[src/rtl/core/sds_pkg.sv]
// Package with the phase type, command codes and item types of the SD SPI sequencer.
package sds_pkg;
    typedef enum logic [3:0] {
        PH_IDLE, PH_WAKE, PH_CMD, PH_R1, PH_TAIL, PH_TOKEN, PH_DATA, PH_CRC, PH_BUSY
    } t_phase;

    localparam logic [5:0] CMD_GO_IDLE = 6'd0;
    localparam logic [5:0] CMD_IF_COND = 6'd8;
    localparam logic [5:0] CMD_STOP = 6'd12;
    localparam logic [5:0] CMD_BLOCKLEN = 6'd16;
    localparam logic [5:0] CMD_READ_ONE = 6'd17;
    localparam logic [5:0] CMD_READ_MULTI = 6'd18;
    localparam logic [5:0] CMD_OP_COND = 6'd41;
    localparam logic [5:0] CMD_APP = 6'd55;
    localparam logic [5:0] CMD_READ_OCR = 6'd58;

    localparam logic [1:0] KIND_BYTE = 2'd0;
    localparam logic [1:0] KIND_INIT = 2'd1;
    localparam logic [1:0] KIND_READ_ONE = 2'd2;
    localparam logic [1:0] KIND_READ_MULTI = 2'd3;

    localparam logic [3:0] ST_OK = 4'd0;
    localparam logic [3:0] ST_CMD0 = 4'd1;
    localparam logic [3:0] ST_CMD8 = 4'd2;
    localparam logic [3:0] ST_ECHO = 4'd3;
    localparam logic [3:0] ST_ACMD41 = 4'd4;
    localparam logic [3:0] ST_CMD58 = 4'd5;
    localparam logic [3:0] ST_CMD16 = 4'd6;
    localparam logic [3:0] ST_READ = 4'd7;
    localparam logic [3:0] ST_TOKEN = 4'd8;

    localparam logic [0:0] CFG_TOKEN_LIMIT = 1'd0;
    localparam logic [0:0] CFG_RETRY_LIMIT = 1'd1;

    localparam logic [7:0] BYTE_IDLE = 8'hFF;
    localparam logic [7:0] DATA_TOKEN = 8'hFE;

    typedef struct packed {
        logic [1:0]  kind;
        logic [7:0]  miso_byte;
        logic [31:0] block_address;
        logic [7:0]  block_count;
    } t_in_item;

    typedef struct packed {
        logic [7:0] mosi_byte;
        logic       select_low;
        logic       data_valid;
        logic [7:0] data_byte;
        logic       block_end;
        logic       done_res;
        logic [3:0] status;
    } t_out_item;
endpackage

[src/rtl/core/sds_stream_if.sv]
// Valid/ready channel interface carrying one payload.
interface sds_stream_if #(
    parameter type T = logic
);
    logic valid;
    logic ready;
    T     data;
    modport source (output valid, output data, input ready);
    modport sink (input valid, input data, output ready);
endinterface

[src/rtl/core/sds_engine.sv]
// Combinational next-state and result logic for one byte exchange.
module sds_engine #(
    parameter int BLOCK_BYTES = 512,
    parameter int RESPONSE_WAIT = 8
) (
    input  sds_pkg::t_in_item  i_item,
    input  sds_pkg::t_phase    i_phase,
    input  logic [15:0]        i_cnt,
    input  logic [15:0]        i_retry,
    input  logic [47:0]        i_frame,
    input  logic [31:0]        i_cap,
    input  logic               i_hc,
    input  logic [7:0]         i_blocks,
    input  logic [15:0]        i_tok_lim,
    input  logic [15:0]        i_ret_lim,
    output sds_pkg::t_phase    o_phase,
    output logic [15:0]        o_cnt,
    output logic [15:0]        o_retry,
    output logic [47:0]        o_frame,
    output logic [31:0]        o_cap,
    output logic               o_hc,
    output logic [7:0]         o_blocks,
    output sds_pkg::t_out_item o_res
);
    import sds_pkg::*;

    localparam logic [15:0] WAKE_BYTES = 16'd11;
    localparam logic [15:0] RW = 16'(RESPONSE_WAIT);
    localparam logic [15:0] BB = 16'(BLOCK_BYTES);
    localparam int SHIFT = $clog2(BLOCK_BYTES);

    function automatic logic [47:0] frame(input logic [5:0] c, input logic [31:0] a,
                                          input logic [7:0] crc);
        frame = {2'b01, c, a, crc};
    endfunction

    logic [5:0]  cmd;
    logic [15:0] inc;
    logic [7:0]  miso;
    logic [31:0] addr;
    logic [3:0]  p;
    logic [7:0]  r;
    logic [31:0] cap_next;

    assign cmd = i_frame[45:40];
    assign inc = i_cnt + 16'd1;
    assign miso = i_item.miso_byte;
    assign addr = i_hc ? i_item.block_address : (i_item.block_address << SHIFT);
    assign p = (i_cnt > 16'd8) ? 4'd8 : i_cnt[3:0];
    assign r = (miso != BYTE_IDLE) ? miso : BYTE_IDLE;
    assign cap_next = {i_cap[23:0], miso};

    always_comb begin
        o_phase = i_phase;
        o_cnt = i_cnt;
        o_retry = i_retry;
        o_frame = i_frame;
        o_cap = i_cap;
        o_hc = i_hc;
        o_blocks = i_blocks;
        o_res = '0;
        o_res.mosi_byte = BYTE_IDLE;
        case (i_phase)
            PH_WAKE: begin
                if (inc >= WAKE_BYTES) begin
                    o_frame = frame(CMD_GO_IDLE, 32'd0, 8'h95);
                    o_phase = PH_CMD;
                    o_cnt = 16'd2;
                end else begin
                    o_cnt = inc;
                end
            end
            PH_CMD: begin
                o_res.select_low = 1'b1;
                if (p >= 4'd3) o_res.mosi_byte = i_frame[8*(8-p) +: 8];
                if (p >= 4'd8) begin
                    o_phase = PH_R1;
                    o_cnt = 16'd0;
                end else begin
                    o_cnt = {12'd0, p} + 16'd1;
                end
            end
            PH_R1: begin
                if (i_cnt == 16'd0) begin
                    o_res.select_low = 1'b1;
                    o_cnt = 16'd1;
                end else if (miso == BYTE_IDLE && i_cnt < RW) begin
                    o_res.select_low = 1'b1;
                    o_cnt = inc;
                end else begin
                    o_res.select_low = 1'b1;
                    case (cmd)
                        CMD_GO_IDLE: begin
                            if (r == 8'h01) begin
                                o_frame = frame(CMD_IF_COND, 32'h1AA, 8'h87);
                                o_phase = PH_CMD;
                                o_cnt = 16'd3;
                            end else begin
                                o_res.select_low = 1'b0;
                                o_res.done_res = 1'b1;
                                o_res.status = ST_CMD0;
                                o_phase = PH_IDLE;
                            end
                        end
                        CMD_IF_COND, CMD_READ_OCR: begin
                            if (r == ((cmd == CMD_IF_COND) ? 8'h01 : 8'h00)) begin
                                o_cap = '0;
                                o_phase = PH_TAIL;
                                o_cnt = 16'd0;
                            end else begin
                                o_res.select_low = 1'b0;
                                o_res.done_res = 1'b1;
                                o_res.status = (cmd == CMD_IF_COND) ? ST_CMD8 : ST_CMD58;
                                o_phase = PH_IDLE;
                            end
                        end
                        CMD_APP: begin
                            o_frame = frame(CMD_OP_COND, 32'h40000000, 8'h01);
                            o_phase = PH_CMD;
                            o_cnt = 16'd1;
                        end
                        CMD_OP_COND: begin
                            if (r == 8'h01 && i_retry < i_ret_lim) begin
                                o_res.select_low = 1'b0;
                                o_retry = i_retry + 16'd1;
                                o_frame = frame(CMD_APP, 32'd0, 8'h65);
                                o_phase = PH_CMD;
                                o_cnt = 16'd2;
                            end else if (r == 8'h00) begin
                                o_frame = frame(CMD_READ_OCR, 32'd0, 8'h01);
                                o_phase = PH_CMD;
                                o_cnt = 16'd3;
                            end else begin
                                o_res.select_low = 1'b0;
                                o_res.done_res = 1'b1;
                                o_res.status = ST_ACMD41;
                                o_phase = PH_IDLE;
                            end
                        end
                        CMD_READ_ONE, CMD_READ_MULTI: begin
                            if (r != 8'h00) begin
                                o_res.select_low = 1'b0;
                                o_res.done_res = 1'b1;
                                o_res.status = ST_READ;
                                o_phase = PH_IDLE;
                            end else if (cmd == CMD_READ_MULTI && i_blocks == 8'd0) begin
                                o_cap = '0;
                                o_frame = frame(CMD_STOP, 32'd0, 8'h01);
                                o_phase = PH_CMD;
                                o_cnt = 16'd3;
                            end else begin
                                o_phase = PH_TOKEN;
                                o_cnt = 16'd0;
                            end
                        end
                        CMD_STOP: begin
                            o_phase = PH_BUSY;
                            o_cnt = 16'd0;
                        end
                        default: begin
                            o_res.select_low = 1'b0;
                            o_res.done_res = 1'b1;
                            o_res.status = (cmd == CMD_BLOCKLEN && r != 8'h00) ?
                                           ST_CMD16 : ST_OK;
                            o_phase = PH_IDLE;
                        end
                    endcase
                end
            end
            PH_TAIL: begin
                o_cap = cap_next;
                o_cnt = inc;
                o_res.select_low = 1'b1;
                if (inc >= 16'd4) begin
                    if (cmd == CMD_IF_COND) begin
                        if (cap_next[15:0] == 16'h01AA && i_retry < i_ret_lim) begin
                            o_res.select_low = 1'b0;
                            o_retry = i_retry + 16'd1;
                            o_frame = frame(CMD_APP, 32'd0, 8'h65);
                            o_phase = PH_CMD;
                            o_cnt = 16'd2;
                        end else begin
                            o_res.select_low = 1'b0;
                            o_res.done_res = 1'b1;
                            o_res.status = (cap_next[15:0] == 16'h01AA) ? ST_ACMD41 : ST_ECHO;
                            o_phase = PH_IDLE;
                        end
                    end else begin
                        o_hc = cap_next[30];
                        o_res.select_low = 1'b0;
                        if (cap_next[30]) begin
                            o_res.done_res = 1'b1;
                            o_res.status = ST_OK;
                            o_phase = PH_IDLE;
                        end else begin
                            o_frame = frame(CMD_BLOCKLEN, 32'(BLOCK_BYTES), 8'h01);
                            o_phase = PH_CMD;
                            o_cnt = 16'd2;
                        end
                    end
                end
            end
            PH_TOKEN: begin
                o_res.select_low = 1'b1;
                if (miso == DATA_TOKEN) begin
                    o_phase = PH_DATA;
                    o_cnt = 16'd0;
                end else if ({1'b0, i_cnt} + 17'd1 >= {1'b0, i_tok_lim}) begin
                    if (cmd == CMD_READ_MULTI) begin
                        o_cap = 32'(ST_TOKEN);
                        o_frame = frame(CMD_STOP, 32'd0, 8'h01);
                        o_phase = PH_CMD;
                        o_cnt = 16'd3;
                    end else begin
                        o_res.select_low = 1'b0;
                        o_res.done_res = 1'b1;
                        o_res.status = ST_TOKEN;
                        o_phase = PH_IDLE;
                    end
                end else begin
                    o_cnt = inc;
                end
            end
            PH_DATA: begin
                o_res.select_low = 1'b1;
                o_res.data_valid = 1'b1;
                o_res.data_byte = miso;
                if (inc >= BB) begin
                    o_res.block_end = 1'b1;
                    o_phase = PH_CRC;
                    o_cnt = 16'd0;
                end else begin
                    o_cnt = inc;
                end
            end
            PH_CRC: begin
                o_res.select_low = 1'b1;
                if (inc < 16'd2) begin
                    o_cnt = inc;
                end else if (cmd == CMD_READ_MULTI) begin
                    o_blocks = (i_blocks > 8'd0) ? i_blocks - 8'd1 : 8'd0;
                    if (i_blocks > 8'd1) begin
                        o_phase = PH_TOKEN;
                        o_cnt = 16'd0;
                    end else begin
                        o_cap = '0;
                        o_frame = frame(CMD_STOP, 32'd0, 8'h01);
                        o_phase = PH_CMD;
                        o_cnt = 16'd3;
                    end
                end else begin
                    o_res.select_low = 1'b0;
                    o_res.done_res = 1'b1;
                    o_res.status = ST_OK;
                    o_phase = PH_IDLE;
                end
            end
            PH_BUSY: begin
                if (miso == BYTE_IDLE || {1'b0, i_cnt} + 17'd1 >= {1'b0, i_tok_lim}) begin
                    o_res.done_res = 1'b1;
                    o_res.status = i_cap[3:0];
                    o_phase = PH_IDLE;
                end else begin
                    o_res.select_low = 1'b1;
                    o_cnt = inc;
                end
            end
            default: begin
                o_phase = PH_IDLE;
                case (i_item.kind)
                    KIND_INIT: begin
                        o_retry = '0;
                        o_phase = PH_WAKE;
                        o_cnt = 16'd1;
                    end
                    KIND_READ_ONE, KIND_READ_MULTI: begin
                        if (i_item.kind == KIND_READ_MULTI) begin
                            o_blocks = i_item.block_count;
                            o_frame = frame(CMD_READ_MULTI, addr, 8'h01);
                        end else begin
                            o_frame = frame(CMD_READ_ONE, addr, 8'h01);
                        end
                        o_res.select_low = 1'b1;
                        o_phase = PH_CMD;
                        o_cnt = 16'd3;
                    end
                    default: ;
                endcase
            end
        endcase
    end
endmodule

[src/rtl/core/sd_spi_host_sequencer_core.sv]
// Top level of the SD SPI-mode host sequencer.
// Channel  | Direction | Payload
// s_in     | sink      | kind, miso_byte, block_address, block_count
// m_out    | source    | mosi_byte, select_low, data_valid, data_byte, block_end, done_res, status
// Each transaction passes through the combinational state logic into the result register.
// A new transaction is taken every cycle while the result register is empty or drained.
// When m_out stalls, s_in is held off until the waiting result is taken.
// Synchronous active-low reset returns to idle with the default limits.
module sd_spi_host_sequencer_core #(
    parameter int BLOCK_BYTES = 512,
    parameter int RESPONSE_WAIT = 8
) (
    input  logic        i_clk,
    input  logic        i_rst_n,
    input  logic        i_cfg_we,
    input  logic [0:0]  i_cfg_index,
    input  logic [15:0] i_cfg_data,
    sds_stream_if.sink   s_in,
    sds_stream_if.source m_out
);
    import sds_pkg::*;

    t_phase      r_phase, n_phase;
    logic [15:0] r_cnt, n_cnt, r_retry, n_retry, r_tok_lim, r_ret_lim;
    logic [47:0] r_frame, n_frame;
    logic [31:0] r_cap, n_cap;
    logic        r_hc, n_hc, r_valid;
    logic [7:0]  r_blocks, n_blocks;
    t_out_item   r_res, n_res;
    logic        acc;

    assign s_in.ready = !r_valid || m_out.ready;
    assign acc = s_in.valid && s_in.ready;
    assign m_out.valid = r_valid;
    assign m_out.data = r_res;

    sds_engine #(.BLOCK_BYTES(BLOCK_BYTES), .RESPONSE_WAIT(RESPONSE_WAIT)) u_engine (
        .i_item(s_in.data), .i_phase(r_phase), .i_cnt(r_cnt), .i_retry(r_retry),
        .i_frame(r_frame), .i_cap(r_cap), .i_hc(r_hc), .i_blocks(r_blocks),
        .i_tok_lim(r_tok_lim), .i_ret_lim(r_ret_lim),
        .o_phase(n_phase), .o_cnt(n_cnt), .o_retry(n_retry), .o_frame(n_frame),
        .o_cap(n_cap), .o_hc(n_hc), .o_blocks(n_blocks), .o_res(n_res)
    );

    always_ff @(posedge i_clk) begin
        if (!i_rst_n) begin
            r_phase <= PH_IDLE;
            r_cnt <= '0;
            r_retry <= '0;
            r_frame <= '0;
            r_cap <= '0;
            r_hc <= 1'b0;
            r_blocks <= '0;
            r_valid <= 1'b0;
            r_tok_lim <= 16'd50000;
            r_ret_lim <= 16'd1000;
        end else begin
            if (i_cfg_we) begin
                if (i_cfg_index == CFG_TOKEN_LIMIT) r_tok_lim <= i_cfg_data;
                if (i_cfg_index == CFG_RETRY_LIMIT) r_ret_lim <= i_cfg_data;
            end
            if (acc) begin
                r_phase <= n_phase;
                r_cnt <= n_cnt;
                r_retry <= n_retry;
                r_frame <= n_frame;
                r_cap <= n_cap;
                r_hc <= n_hc;
                r_blocks <= n_blocks;
                r_valid <= 1'b1;
            end else if (m_out.ready) begin
                r_valid <= 1'b0;
            end
        end
    end

    always_ff @(posedge i_clk) begin
        if (acc) r_res <= n_res;
    end
endmodule

[src/flat_wrapper.sv]
// flat-port wrapper written by rule: the top's interface ports become plain ports
module sd_spi_host_sequencer_core_flat import sds_pkg::*;
#(
    parameter int BLOCK_BYTES = 512,
    parameter int RESPONSE_WAIT = 8
)
  (i_clk, i_rst_n, i_cfg_we, i_cfg_index, i_cfg_data, s_in_valid, s_in_data, s_in_ready, m_out_valid, m_out_data, m_out_ready);
  sds_stream_if #(.T(t_in_item)) s_in_i ();
  sds_stream_if #(.T(t_out_item)) m_out_i ();
  input  logic i_clk;
  input  logic i_rst_n;
  input  logic i_cfg_we;
  input  logic [0:0] i_cfg_index;
  input  logic [15:0] i_cfg_data;
  input wire logic [$bits(s_in_i.valid)-1:0] s_in_valid;
  input wire logic [$bits(s_in_i.data)-1:0] s_in_data;
  output wire logic [$bits(s_in_i.ready)-1:0] s_in_ready;
  output wire logic [$bits(m_out_i.valid)-1:0] m_out_valid;
  output wire logic [$bits(m_out_i.data)-1:0] m_out_data;
  input wire logic [$bits(m_out_i.ready)-1:0] m_out_ready;
  assign s_in_i.valid = s_in_valid;
  assign s_in_i.data = s_in_data;
  assign s_in_ready = s_in_i.ready;
  assign m_out_valid = m_out_i.valid;
  assign m_out_data = m_out_i.data;
  assign m_out_i.ready = m_out_ready;
  sd_spi_host_sequencer_core #(.BLOCK_BYTES(BLOCK_BYTES), .RESPONSE_WAIT(RESPONSE_WAIT)) u_core (.i_clk(i_clk), .i_rst_n(i_rst_n), .i_cfg_we(i_cfg_we), .i_cfg_index(i_cfg_index), .i_cfg_data(i_cfg_data), .s_in(s_in_i), .m_out(m_out_i));
endmodule
[config.mk]
export PLATFORM = sky130hd
export DESIGN_NAME = sd_spi_host_sequencer_core_flat
export DESIGN_NICKNAME = d
export VERILOG_FILES = /design/src/rtl/core/sds_pkg.sv /design/src/rtl/core/sds_stream_if.sv /design/src/rtl/core/sds_engine.sv /design/src/rtl/core/sd_spi_host_sequencer_core.sv /design/src/flat_wrapper.sv
export SDC_FILE = /design/constraint.sdc
export NUM_CORES = 1
export LEC_CHECK = 0
export ABC_AREA = 1
export BUFFER_PORTS_ARGS = -buffer_cell sky130_fd_sc_hd__buf_2
export CAP_MARGIN = 20
export CORE_AREA = 2 2 142 144
export CTS_CLUSTER_DIAMETER = 40
export DETAILED_ROUTE_END_ITERATION = 12
export DIE_AREA = 0 0 144 146
export PLACE_DENSITY = 0.76
export SKIP_CTS_REPAIR_TIMING = 1
export SYNTH_ARGS = -nofsm -noshare
export SYNTH_HDL_FRONTEND = slang
export SYNTH_SLANG_ARGS = --single-unit
[constraint.sdc]
create_clock -name i_clk -period 2.9 [get_ports i_clk]
set_input_delay 0 -clock i_clk [delete_from_list [all_inputs] [get_ports i_clk]]
set_output_delay 0 -clock i_clk [all_outputs]
set_load 0.02 [all_outputs]
==> summary.txt <==
Status = finished, violations left
Failing checks = hold timing, setup timing
Max Slew Vio Count = 0
Leak = 6.34 nW
Min Tclk post-route = 3.13 ns
WS Path Type = register to register
CP endpoint = u_core.r_cnt[2]
WL/cell = 16.5 um
Internal power = 0.00562 W
Area post-placement = 12000 um^2
Reg-to-Reg End = u_core.r_cnt[2]
Die extent in x = 144 um
Total CTS buffers = 17
NumNets Final = 1974
Source of the critical timing path = u_core.r_cnt[1]
Area delta synth->final = 31.0%
# IOs = 98
Initial antenna violation count = 0
CP Data Arrival Time = 3.48 ns
Synthesized area = 10500 um^2
Flop pwr share = 0.289
Yosys cell types = 56
IO Port Bufs = 97
Clock power frac = 0.225
Diode count = 0
Fmax = 0.319 GHz
DR pass1 iterations = 7
Net Switching = 0.00437 W
Max Used Layer = met4
Worst r2r src = u_core.r_cnt[1]
Min-Delay Path Class = primary input to register
Number of global-route vias before repair = 10500
Worst R2R Setup Slack = -0.23 ns
# rows = 51
# H-tree levels = 4
DRT Wirelength = 35400 um
Syn. warnings = 0
ANT nets after route = 0
RSZ-0062 raised after global routing = yes
Ys async rst share = 0
1st-iter DRT viols = 1299
Clock buffer depth = 2
Register area share after synthesis = 0.321
Pre-CTS setup slack = -0.219 ns
Worst-skew pair later-pin latency = 0.44 ns
Final core utilization = 0.710
Crit path capture type = register
Post-synth EDFFs = 24
Share of post-route cells with drive strength above 1 = 0.242
Tot GR Track Use = 0.307
Logic gate share of total power = 0.486
Wl on met1 = 15300 um
CORE AREA = 19300 um^2
Metal2 WL = 15700 um
CTS tree = done
Post-route DRC = 0
Mapped Cells = 1627
Syn nets = 1737
Die Area = 21000 um^2
Max FO, Critical Path = 6
Clock sink total = 156
Worst setup margin = -0.233 ns
Detail Placement HPWL = 25000 um
Final hold vios = 6
Root buffer cell = clkbuf_16
Post-Syn Area per Cell = 6.44 um^2
Global route overflow = 0
First-pass GRT wire length = 51800 um
Clk slew on worst S/H paths = 0.07 ns
WL met3 = 3610 um
Placer Congestion = 0.990
PwrDens = 728 nW/um^2
Setup crit start kind = register
Initial Utilization = 0.542
Vias/cell = 5.70
Die span in y = 146 um
Hold Slack = -0.0323 ns
Pin count of the biggest net entering global routing = 86
Synth Register Bits = 156
Fin crit share = 1.08
Net Sw Frac = 0.438
Primary FF master, synth = dfxtp_1
Post-Route Setup TNS = -10.72 ns
Max-cap violations = 0
Slew @ Worst Pin = 0.816 ns
VDD IR max = 0.514 mV
Clock Skew = 0.00887 ns
Rel. slew slack = 0.456
Data required time at the worst endpoint = 3.25 ns
Final setup vio count = 73
Worst Reg2Reg Path Length in Cells = 26
Final instance area = 13700 um^2
Vias = 12200
-- worst max-delay path, cell delays in order (launching register included) --
cell and delay, ns:
dfxtp_4 0.39, ha_4 0.15, nand2_4 0.05, nor2_4 0.20, buf_6 0.14, nand2_4 0.05, nand2_2 0.06, nand2_2 0.06
inv_2 0.08, ha_4 0.21, nand2_4 0.08, inv_2 0.04, a21oi_2 0.12, nand2_1 0.06, nand2_1 0.08, nand3_2 0.09
nand2_2 0.07, nand2_2 0.06, nand2_4 0.09, nand2_4 0.07, buf_4 0.15, nand2_4 0.07, nand3_4 0.09, nor2_4 0.18
buf_6 0.15, nand2_1 0.09, a21oi_1 0.16
-- state kept, by name (all words and copies together) (netlist names) --
signal and count:
u_core.r_phase 4, u_core.r_tok_lim 16, u_core.r_blocks 8, u_core.r_cnt 16, u_core.m_out.data 24, u_core.m_out.valid 1, u_core.r_ret_lim 16, u_core.r_retry 16
u_core.r_frame 44, u_core.r_cap 10, u_core.r_hc 1
-- metal layers --
layer  vias to the layer above  global-route usage
met2                       641               0.461
met5                         -                   0
li1                       5848                   -
met1                      5621               0.437
met3                        89              0.0806
met4                         0              0.0828
-- per-stage QoR --
step	power (W)	cells
after floorplan	0.00561	1627
after global placement	0.00689	2052
after detailed placement	0.00694	2052
after CTS	0.00919	2084
after global routing	0.0105	2142
final	0.00999	2142
-- power groups by stage --
stage	combinational (W)	clock (W)	sequential (W)
after floorplan	0.00276	0	0.00284
final	0.00486	0.00225	0.00289
after CTS	0.00408	0.00227	0.00284
after global routing	0.00525	0.00233	0.00292
after global placement	0.00402	0	0.00287
after detailed placement	0.00405	0	0.00289
-- final cells by class --
cell class	instances	area [um^2]
Tap cell	265	332
Timing Repair Buffer	272	2070
Multi-Input combinational cell	1209	6570
Sequential cell	156	3380
Inverter	207	786
Timing Repair inverter	1	7.51
Clock buffer	19	453
Fill cell	1584	5610
Clock inverter	13	129
-- Yosys cell counts, drive strengths merged, types with 3 or more instances --
| master | n | area share |
|---|---|---|
| a211oi | 7 | 0.0050 |
| a21oi | 118 | 0.057 |
| a221oi | 3 | 0.0025 |
| a31oi | 5 | 0.0030 |
| buf | 17 | 0.012 |
| clkbuf | 39 | 0.014 |
| clkinv | 3 | 0.0011 |
| dfxtp | 132 | 0.25 |
| edfxtp | 24 | 0.069 |
| ha | 38 | 0.045 |
| inv | 204 | 0.073 |
| nand2 | 408 | 0.15 |
| nand3 | 106 | 0.054 |
| nand4 | 46 | 0.031 |
| nor2 | 235 | 0.093 |
| nor3 | 31 | 0.016 |
| nor4 | 9 | 0.0054 |
| o211ai | 25 | 0.018 |
| o21ai | 138 | 0.066 |
| o22ai | 3 | 0.0018 |
| o31ai | 5 | 0.0036 |
| xor2 | 10 | 0.0084 |
-- cells in the final DEF (no fill, tap or decap), types with 27 or more instances in the layout --
cell and instances:
nand3_1 91, nor3_1 27, nand4_1 42, nand2_2 50
a21oi_1 101, o21ai_0 111, dfxtp_1 126, nor2_1 204
buf_2 97, ha_1 31, nand2_1 342, buf_4 123
inv_1 180, dlygate4sd3_1 33
-- worst min-delay path by stage --
| stage | from | endpoint | slack, ns | cells past startpoint |
|---|---|---|---|---|
| floorplan | i_cfg_data[3] | u_core.r_ret_lim[3] | 0.13 | 2 |
| global placement | i_cfg_data[9] | u_core.r_tok_lim[9] | 0.24 | 3 |
| detailed placement | i_cfg_data[9] | u_core.r_tok_lim[9] | 0.24 | 3 |
| CTS | i_cfg_data[9] | u_core.r_tok_lim[9] | -0.21 | 3 |
| global route | s_in_data[43] | u_core.m_out.data[9] | 0.02 | 3 |
| finish | s_in_data[43] | u_core.r_cap[3] | -0.03 | 3 |
-- cells by family (layout without fill, tap and decap cells) --
kind of cell | Yosys count | after routing | share of synthesized area
buffers and inverters | 263 | 512 | 0.101
and+or+nand+nor | 842 | 843 | 0.357
xor gates and xnor gates | 11 | 11 | 0.00919
AOI/OAI and AO/OA | 317 | 317 | 0.167
DFF | 156 | 156 | 0.321
adders and majority gates | 38 | 38 | 0.0454
(Power assumes the default switching activity.)
